$ cat config.mk
export PLATFORM = sky130hd
export DESIGN_NAME = utf8_char_classifier_unit_flat
export DESIGN_NICKNAME = d
export VERILOG_FILES = /design/src/sv/u8cc_pkg.sv /design/src/sv/u8cc_byte_if.sv /design/src/sv/u8cc_char_if.sv /design/src/sv/u8cc_classify.sv /design/src/sv/utf8_char_classifier_unit.sv /design/src/flat_wrapper.sv
export SDC_FILE = /design/constraint.sdc
export NUM_CORES = 1
export LEC_CHECK = 0
export BUFFER_PORTS_ARGS = -buffer_cell sky130_fd_sc_hd__buf_2
export CAP_MARGIN = 20
export CORE_UTILIZATION = 50
export DETAILED_ROUTE_END_ITERATION = 16
export PLACE_DENSITY = 0.69
export SLEW_MARGIN = 0
export SYNTH_ARGS = -nofsm -noshare
export SYNTH_HDL_FRONTEND = slang
export SYNTH_SLANG_ARGS = --single-unit
$ cat constraint.sdc
create_clock -name clk -period 4.85 [get_ports clk]
set_input_delay 0.97 -clock clk [delete_from_list [all_inputs] [get_ports clk]]
set_output_delay 0.97 -clock clk [all_outputs]
set_load 0.01 [all_outputs]
$ cat src/sv/u8cc_pkg.sv
// ----------------------------------------------------------------------------
// u8cc_pkg
// Shared types and constants for the UTF-8 character classifier.
// ----------------------------------------------------------------------------
package u8cc_pkg;

    localparam int unsigned BYTE_W  = 8;
    localparam int unsigned CLASS_W = 4;
    localparam int unsigned CODE_W  = 21;
    localparam int unsigned PEND_W  = 2;

    // code point limits
    localparam logic [CODE_W-1:0] CODE_LIMIT = 21'h110000;
    localparam logic [CODE_W-1:0] BMP_LIMIT  = 21'h010000;
    localparam logic [CODE_W-1:0] ASCII_END  = 21'h000080;

    // payload masks of lead and continuation bytes
    localparam logic [BYTE_W-1:0] CONT_MASK  = 8'h3F;
    localparam logic [BYTE_W-1:0] LEAD2_MASK = 8'h1F;
    localparam logic [BYTE_W-1:0] LEAD3_MASK = 8'h0F;
    localparam logic [BYTE_W-1:0] LEAD4_MASK = 8'h07;

    // number of continuation bytes still expected
    localparam logic [PEND_W-1:0] PEND_NONE  = 2'd0;
    localparam logic [PEND_W-1:0] PEND_ONE   = 2'd1;
    localparam logic [PEND_W-1:0] PEND_TWO   = 2'd2;
    localparam logic [PEND_W-1:0] PEND_THREE = 2'd3;

    typedef enum logic [CLASS_W-1:0] {
        CLASS_ALNUM      = 4'd0,
        CLASS_ASCII      = 4'd1,
        CLASS_INVALID    = 4'd2,
        CLASS_KANA       = 4'd3,
        CLASS_HANGUL     = 4'd4,
        CLASS_KANJI      = 4'd5,
        CLASS_PRIVATE    = 4'd6,
        CLASS_IGNORABLE  = 4'd7,
        CLASS_OTHER      = 4'd8
    } char_class_t;

    // one decoded result word
    typedef struct packed {
        logic              char_done;
        logic [CLASS_W-1:0] char_class;
        logic [CODE_W-1:0]  code_point;
        logic              malformed;
    } result_t;

endpackage

$ cat src/sv/u8cc_byte_if.sv
// ----------------------------------------------------------------------------
// u8cc_byte_if
// Valid/ready channel carrying one raw byte of the UTF-8 stream.
// ----------------------------------------------------------------------------
interface u8cc_byte_if;
    logic                         valid;
    logic                         ready;
    logic [u8cc_pkg::BYTE_W-1:0]  byte_in;

    modport source (output valid, output byte_in, input ready);
    modport sink   (input valid, input byte_in, output ready);
endinterface

$ cat src/sv/u8cc_char_if.sv
// ----------------------------------------------------------------------------
// u8cc_char_if
// Valid/ready channel carrying one decoder result word.
// ----------------------------------------------------------------------------
interface u8cc_char_if;
    logic                          valid;
    logic                          ready;
    logic                          char_done;
    logic [u8cc_pkg::CLASS_W-1:0]  char_class;
    logic [u8cc_pkg::CODE_W-1:0]   code_point;
    logic                          malformed;

    modport source (output valid, output char_done, output char_class,
                    output code_point, output malformed, input ready);
    modport sink   (input valid, input char_done, input char_class,
                    input code_point, input malformed, output ready);
endinterface

$ cat src/sv/u8cc_classify.sv
// ----------------------------------------------------------------------------
// u8cc_classify
// Maps a decoded code point onto its character class.
// ----------------------------------------------------------------------------
module u8cc_classify
(
    input  logic [u8cc_pkg::CODE_W-1:0] code_point,
    output u8cc_pkg::char_class_t       char_class
);

    logic [u8cc_pkg::BYTE_W-1:0] low_byte;
    logic [15:0]                 bmp;
    logic                        is_alnum_ascii;
    logic                        is_print_ascii;

    assign low_byte = code_point[u8cc_pkg::BYTE_W-1:0];
    assign bmp      = code_point[15:0];

    // ASCII digits and letters, then printable and white space
    assign is_alnum_ascii = (low_byte >= 8'h30 && low_byte <= 8'h39) ||
                            (low_byte >= 8'h41 && low_byte <= 8'h5A) ||
                            (low_byte >= 8'h61 && low_byte <= 8'h7A);
    assign is_print_ascii = (low_byte == 8'h09) || (low_byte == 8'h0A) ||
                            (low_byte == 8'h0D) ||
                            (low_byte >= 8'h20 && low_byte <= 8'h7E);

    // pick the first matching range
    always_comb
    begin
        priority if (code_point < u8cc_pkg::ASCII_END)
        begin
            if (is_alnum_ascii)
                char_class = u8cc_pkg::CLASS_ALNUM;
            else if (is_print_ascii)
                char_class = u8cc_pkg::CLASS_ASCII;
            else
                char_class = u8cc_pkg::CLASS_INVALID;
        end
        else if (code_point >= u8cc_pkg::BMP_LIMIT)
            char_class = u8cc_pkg::CLASS_OTHER;
        else if (bmp >= 16'h3040 && bmp <= 16'h30FF)
            char_class = u8cc_pkg::CLASS_KANA;
        else if ((bmp >= 16'h1100 && bmp <= 16'h11FF) ||
                 (bmp >= 16'hAC00 && bmp <= 16'hD7AF))
            char_class = u8cc_pkg::CLASS_HANGUL;
        else if (bmp >= 16'h4E00 && bmp <= 16'h9FFF)
            char_class = u8cc_pkg::CLASS_KANJI;
        else if (bmp >= 16'hE000 && bmp <= 16'hF8FF)
            char_class = u8cc_pkg::CLASS_PRIVATE;
        else if (bmp == 16'hFEFF)
            char_class = u8cc_pkg::CLASS_IGNORABLE;
        else if ((bmp >= 16'hFF10 && bmp <= 16'hFF19) ||
                 (bmp >= 16'hFF21 && bmp <= 16'hFF3A) ||
                 (bmp >= 16'hFF41 && bmp <= 16'hFF5A))
            char_class = u8cc_pkg::CLASS_ALNUM;
        else if (bmp >= 16'hFF66 && bmp <= 16'hFF9D)
            char_class = u8cc_pkg::CLASS_KANA;
        else if (bmp >= 16'hFFA1 && bmp <= 16'hFFDC)
            char_class = u8cc_pkg::CLASS_HANGUL;
        else
            char_class = u8cc_pkg::CLASS_OTHER;
    end

endmodule

$ cat src/sv/utf8_char_classifier_unit.sv
// ----------------------------------------------------------------------------
// utf8_char_classifier_unit
// Decodes a UTF-8 byte stream and reports each completed code point with
// its character class and a sticky malformed flag.
// ----------------------------------------------------------------------------
//  channel   dir  payload                                         words
//  byte_ch   in   byte_in[7:0]                                    1 per byte
//  char_ch   out  char_done, char_class[3:0], code_point[20:0],   1 per byte
//                 malformed
//
//  One byte is taken per cycle while byte_ch is ready; its word is registered.
//  Decode and class lookup sit between the decoder state and the output
//  register, so throughput is set by that single pass.
//  Reset clears the decoder state, the error flag and both slots' valid bits.
//  A two-slot output stage (register plus skid) keeps byte_ch ready for one
//  more word while char_ch is stalled; byte_ch drops ready once both fill.
// ----------------------------------------------------------------------------
module utf8_char_classifier_unit
(
    input  logic           clk,
    input  logic           rst_n,
    u8cc_byte_if.sink      byte_ch,
    u8cc_char_if.source    char_ch
);

    logic [u8cc_pkg::PEND_W-1:0] pend_reg,    pend_next;
    logic [u8cc_pkg::CODE_W-1:0] partial_reg, partial_next;
    logic                        error_reg,   error_next;

    u8cc_pkg::result_t out_data_reg,  out_data_next;
    logic              out_valid_reg, out_valid_next;
    u8cc_pkg::result_t skid_data_reg, skid_data_next;
    logic              skid_valid_reg, skid_valid_next;

    logic                          in_fire;
    logic                          out_fire;
    logic [u8cc_pkg::BYTE_W-1:0]   b;
    logic                          is_cont;
    logic [u8cc_pkg::CODE_W-1:0]   shifted;
    logic                          done;
    logic [u8cc_pkg::CODE_W-1:0]   cp;
    u8cc_pkg::char_class_t         cls;
    u8cc_pkg::result_t             res;

    assign byte_ch.ready = !skid_valid_reg;
    assign in_fire       = byte_ch.valid && byte_ch.ready;
    assign out_fire      = char_ch.valid && char_ch.ready;

    assign b       = byte_ch.byte_in;
    assign is_cont = (b[7:6] == 2'b10);
    assign shifted = {partial_reg[u8cc_pkg::CODE_W-7:0], b[5:0]};

    // decode one byte against the pending state
    always_comb
    begin
        pend_next    = pend_reg;
        partial_next = partial_reg;
        error_next   = error_reg;
        done         = 1'b0;
        cp           = '0;
        if (in_fire && !error_reg)
        begin
            if (pend_reg == u8cc_pkg::PEND_NONE)
            begin
                priority if (!b[7])
                begin
                    done = 1'b1;
                    cp   = u8cc_pkg::CODE_W'(b);
                end
                else if (is_cont)
                    error_next = 1'b1;
                else if (b < 8'hE0)
                begin
                    pend_next    = u8cc_pkg::PEND_ONE;
                    partial_next = u8cc_pkg::CODE_W'(b & u8cc_pkg::LEAD2_MASK);
                end
                else if (b < 8'hF0)
                begin
                    pend_next    = u8cc_pkg::PEND_TWO;
                    partial_next = u8cc_pkg::CODE_W'(b & u8cc_pkg::LEAD3_MASK);
                end
                else if (b < 8'hF8)
                begin
                    pend_next    = u8cc_pkg::PEND_THREE;
                    partial_next = u8cc_pkg::CODE_W'(b & u8cc_pkg::LEAD4_MASK);
                end
                else
                    error_next = 1'b1;
            end
            else if (!is_cont)
            begin
                error_next   = 1'b1;
                pend_next    = u8cc_pkg::PEND_NONE;
                partial_next = '0;
            end
            else
            begin
                pend_next = pend_reg - 1'b1;
                if (pend_reg == u8cc_pkg::PEND_ONE)
                begin
                    partial_next = '0;
                    if (shifted >= u8cc_pkg::CODE_LIMIT)
                        error_next = 1'b1;
                    else
                    begin
                        done = 1'b1;
                        cp   = shifted;
                    end
                end
                else
                    partial_next = shifted;
            end
        end
    end

    u8cc_classify u_classify
    (
        .code_point (cp),
        .char_class (cls)
    );

    // assemble the result word
    always_comb
    begin
        res.char_done  = done;
        res.char_class = done ? cls : u8cc_pkg::CLASS_ALNUM;
        res.code_point = cp;
        res.malformed  = error_next;
    end

    // steer words into the output register or the skid slot
    always_comb
    begin
        out_data_next   = out_data_reg;
        out_valid_next  = out_valid_reg;
        skid_data_next  = skid_data_reg;
        skid_valid_next = skid_valid_reg;
        if (!out_valid_reg || out_fire)
        begin
            if (skid_valid_reg)
            begin
                out_data_next   = skid_data_reg;
                out_valid_next  = 1'b1;
                skid_valid_next = 1'b0;
            end
            else
            begin
                out_data_next  = res;
                out_valid_next = in_fire;
            end
        end
        else if (in_fire)
        begin
            skid_data_next  = res;
            skid_valid_next = 1'b1;
        end
    end

    // hold decoder state and output slots
    always_ff @(posedge clk or negedge rst_n)
    begin
        if (!rst_n)
        begin
            pend_reg       <= u8cc_pkg::PEND_NONE;
            partial_reg    <= '0;
            error_reg      <= 1'b0;
            out_valid_reg  <= 1'b0;
            skid_valid_reg <= 1'b0;
        end
        else
        begin
            pend_reg       <= pend_next;
            partial_reg    <= partial_next;
            error_reg      <= error_next;
            out_valid_reg  <= out_valid_next;
            skid_valid_reg <= skid_valid_next;
        end
    end

    always_ff @(posedge clk)
    begin
        out_data_reg  <= out_data_next;
        skid_data_reg <= skid_data_next;
    end

    assign char_ch.valid      = out_valid_reg;
    assign char_ch.char_done  = out_data_reg.char_done;
    assign char_ch.char_class = out_data_reg.char_class;
    assign char_ch.code_point = out_data_reg.code_point;
    assign char_ch.malformed  = out_data_reg.malformed;

    // skid slot only fills behind a held output word
    a_skid_behind_out: assert property (@(posedge clk) disable iff (!rst_n)
        skid_valid_reg |-> out_valid_reg)
        else $error("skid slot full with output register empty");

    // error flag never clears once set
    a_error_sticky: assert property (@(posedge clk) disable iff (!rst_n)
        error_reg |=> error_reg)
        else $error("malformed flag cleared");

    // no sequence is in flight after an error
    a_no_pend_after_error: assert property (@(posedge clk) disable iff (!rst_n)
        error_reg |-> (pend_reg == u8cc_pkg::PEND_NONE))
        else $error("bytes pending while in error");

    // a completed character never carries the malformed flag
    a_done_clean: assert property (@(posedge clk) disable iff (!rst_n)
        (char_ch.valid && char_ch.char_done) |-> !char_ch.malformed)
        else $error("completed character reported as malformed");

    // an incomplete word carries zero code point and class
    a_idle_zero: assert property (@(posedge clk) disable iff (!rst_n)
        (char_ch.valid && !char_ch.char_done) |->
        (char_ch.code_point == '0 && char_ch.char_class == '0))
        else $error("non-zero payload without a completed character");

endmodule
$ cat src/flat_wrapper.sv
// flat-port wrapper written by rule: the top's interface ports become plain ports
module utf8_char_classifier_unit_flat 
  (clk, rst_n, byte_ch_valid, byte_ch_byte_in, byte_ch_ready, char_ch_valid, char_ch_char_done, char_ch_char_class, char_ch_code_point, char_ch_malformed, char_ch_ready);
  u8cc_byte_if byte_ch_i ();
  u8cc_char_if char_ch_i ();
  input  logic clk;
  input  logic rst_n;
  input wire logic [$bits(byte_ch_i.valid)-1:0] byte_ch_valid;
  input wire logic [$bits(byte_ch_i.byte_in)-1:0] byte_ch_byte_in;
  output wire logic [$bits(byte_ch_i.ready)-1:0] byte_ch_ready;
  output wire logic [$bits(char_ch_i.valid)-1:0] char_ch_valid;
  output wire logic [$bits(char_ch_i.char_done)-1:0] char_ch_char_done;
  output wire logic [$bits(char_ch_i.char_class)-1:0] char_ch_char_class;
  output wire logic [$bits(char_ch_i.code_point)-1:0] char_ch_code_point;
  output wire logic [$bits(char_ch_i.malformed)-1:0] char_ch_malformed;
  input wire logic [$bits(char_ch_i.ready)-1:0] char_ch_ready;
  assign byte_ch_i.valid = byte_ch_valid;
  assign byte_ch_i.byte_in = byte_ch_byte_in;
  assign byte_ch_ready = byte_ch_i.ready;
  assign char_ch_valid = char_ch_i.valid;
  assign char_ch_char_done = char_ch_i.char_done;
  assign char_ch_char_class = char_ch_i.char_class;
  assign char_ch_code_point = char_ch_i.code_point;
  assign char_ch_malformed = char_ch_i.malformed;
  assign char_ch_i.ready = char_ch_ready;
  utf8_char_classifier_unit u_core (.clk(clk), .rst_n(rst_n), .byte_ch(byte_ch_i), .char_ch(char_ch_i));
endmodule
==> results.cfg <==
[yosys]
synthCells = 380
synth_edf_count = 54
yosys_register_bits = 74
async_flop_share_pct = 27.0
synthFlopType = edfxtp_1
syn_area_um2 = 3910
ys_seq_area_share_pct = 54.3
synthDistinctLibCells = 65
syn-num-nets = 394
ys_warn_count = 0
syn_area_per_cell_um2 = 10.3

[cts]
cts_tree = yes
clkTransAtPathRegs_ns = 0.09
cts_root_buf = clkbuf_8
clock_latency_ns = 0.36
cts.sinks = 74
cts_made_buffers = 9
cts_resized = 0
cts_hold_buffers = 0
h-tree-depth = 3
clock_path_buffers = 2
postCtsSetupBuffers = 0

[pwr]
power_density_nw_per_um2 = 371
power_leakage_nw = 1.89
peakVddDrop_mv = 0.181
fin_total_pwr_mw = 1.61

[timing]
post-route-period-util_pct = 71.4
tightestPinTransition_ns = 0.973
hold_viol_final = 0
clock_skew_ns = 0.0195
fin_tns_setup_ns = 0
drv_slew = 0
finalSetupViolCount = 0
relSlewSlack_pct = 34.7
period_minus_slack_ns = 3.46
rsz0062_at_grt = false
hold_ws_ns = 0.522
fmax_mhz = 289

[die]
start_util_pct = 52.8
core_area_um2 = 7410
die_width_um = 90.4
dieArea_um2 = 8180
num_io_pins = 41
rows = 31
dieHeight_um = 90.4

[final_layout]
fin_nets = 425
largest_reg_flops = 27
n_antenna_cell = 0
drive_gt1_share_pct = 18.0
seqCellArea_um2 = 2120
multi_input_area_um2 = 1650
area_growth_pct = 11.1
fill_cells = 662
utilization_pct = 58.6

[drt]
wirelength_mm = 8.88
ant_nets = 0
via_count = 3084
drt_first_iter_violations = 300
routedWlPerCell_um = 17.3
drc_errors = 0
viasPerCell = 5.99
dr.pass1.iters = 5

[global_routing]
grt_pass1_vias = 2850
antenna_found_initial = 0
grt_max_degree = 35
grt.overflow.total = 0
grt_use_total_pct = 23.4
grt_pass1_wl_mm = 14.9

[place]
dp.final_hpwl_mm = 6.27
portBuffers = 40
place_congestion = 0.927

[worst_hold_path]
min_path_type = reg -> reg

[critical_path]
path_class = reg -> reg
crit_arrival_ns = 3.56
critPathRequiredTime_ns = 4.95
cp_max_fo = 17
start_kind = register
cp-end-kind = register

[run_status]
status = completed

[flow_run]
cap_violations = 0
[cell usage in the layout (no fill, tap or decap), types with 11 or more instances in the layout]
cell,instances
buf_2,40
nand3_1,14
a21o_1,19
nor2_1,17
dfrtp_1,20
nand2_1,64
and3_1,11
o21ai_0,26
and2_1,13
inv_1,12
edfxtp_1,54
[stage by stage]
step           instances  area (um2)  worst slack, ns
2_1_floorplan        380        3910            0.557
3_3_place_gp         499        4170             1.23
3_5_place_dp         499        4170             1.18
4_1_cts              515        4340             1.44
5_1_grt              515        4340             1.20
6_report             515        4340             1.39
[where the power goes]
part           internal, mW  leakage [nW]  switching [mW]
combinational         0.122          1.01           0.218
clock                 0.187        0.0843           0.249
sequential            0.753         0.802          0.0831
[worst max-delay path: stages, from the launching register on]
cell      delay (ns)
dfrtp_1         0.40
inv_1           0.06
ha_1            0.34
and4bb_1        0.63
and3_1          0.53
nand4_1         0.19
or4_4           0.45
a211oi_2        0.24
o31ai_2         0.10
mux2_2          0.28
[cells in the mapped netlist, drive strengths merged, types with 2 or more instances]
| cell type | number | area share [%] |
|---|---|---|
| a211o | 2 | 0.45 |
| a211oi | 3 | 0.70 |
| a21o | 19 | 3.6 |
| a21oi | 4 | 0.61 |
| a31o | 3 | 0.67 |
| a31oi | 3 | 0.48 |
| a41o | 2 | 0.51 |
| a41oi | 3 | 0.86 |
| and2 | 13 | 2.1 |
| and3 | 11 | 1.8 |
| buf | 3 | 0.45 |
| clkbuf | 21 | 2.0 |
| dfrtp | 20 | 13 |
| edfxtp | 54 | 41 |
| ha | 2 | 0.64 |
| inv | 12 | 1.2 |
| mux2 | 3 | 0.86 |
| nand2 | 65 | 6.3 |
| nand2b | 7 | 1.1 |
| nand3 | 14 | 1.8 |
| nand4 | 10 | 1.6 |
| nor2 | 18 | 1.9 |
| nor2b | 2 | 0.32 |
| nor3 | 10 | 1.3 |
| nor3b | 4 | 0.90 |
| nor4 | 4 | 0.80 |
| nor4b | 2 | 0.45 |
| nor4bb | 2 | 0.51 |
| o211ai | 3 | 0.58 |
| o21ai | 27 | 3.5 |
| o22ai | 2 | 0.32 |
| o311ai | 3 | 0.67 |
| o31ai | 6 | 1.3 |
| or3 | 3 | 0.48 |
| or4 | 2 | 0.48 |
[layer usage]
layer | GRT usage [%] | part of all wire (%)
met1 | 34.7 | 47
met2 | 33.1 | 43
met3 | 4.55 | 7.8
met4 | 10.3 | 2.6
met5 | 0 | 0
[cells by family after synthesis]
logic type / count (synthesis) / share of synthesized area (%)
buf+inv: 37 / 3.71
compound gates: 91 / 17.3
simple gates: 172 / 22.9
fa+ha+maj: 2 / 0.640
mux: 4 / 1.12
flops: 74 / 54.3
[area by class of cell]
cell class              instances  share of cell area, %
clock buffers                  10                   2.94
clock inverters                 6                  0.980
inverters                      13                   1.12
multi-input cells             269                   37.9
flip-flops and latches         74                   48.9
well taps                      99                   2.85
repair buffers                 44                   5.30
[worst paths after layout]
path / from / to / slack (ns) / depth (start not counted)
min: u_core.skid_data_reg[13] / u_core.char_ch.code_point[12] / 0.52 / 2
min reg2reg: u_core.skid_data_reg[13] / u_core.char_ch.code_point[12] / 0.52 / 2
min in group asynchronous: rst_n / u_core.partial_reg[8] / 0.57 / 1
max: u_core.pend_reg[0] / u_core.char_ch.char_class[3] / 1.39 / 9
max reg2reg: u_core.pend_reg[0] / u_core.char_ch.char_class[3] / 1.39 / 9
max in group asynchronous: rst_n / u_core.error_reg / 3.92 / 1
No activity file was read; power rests on OpenSTA's default activity.
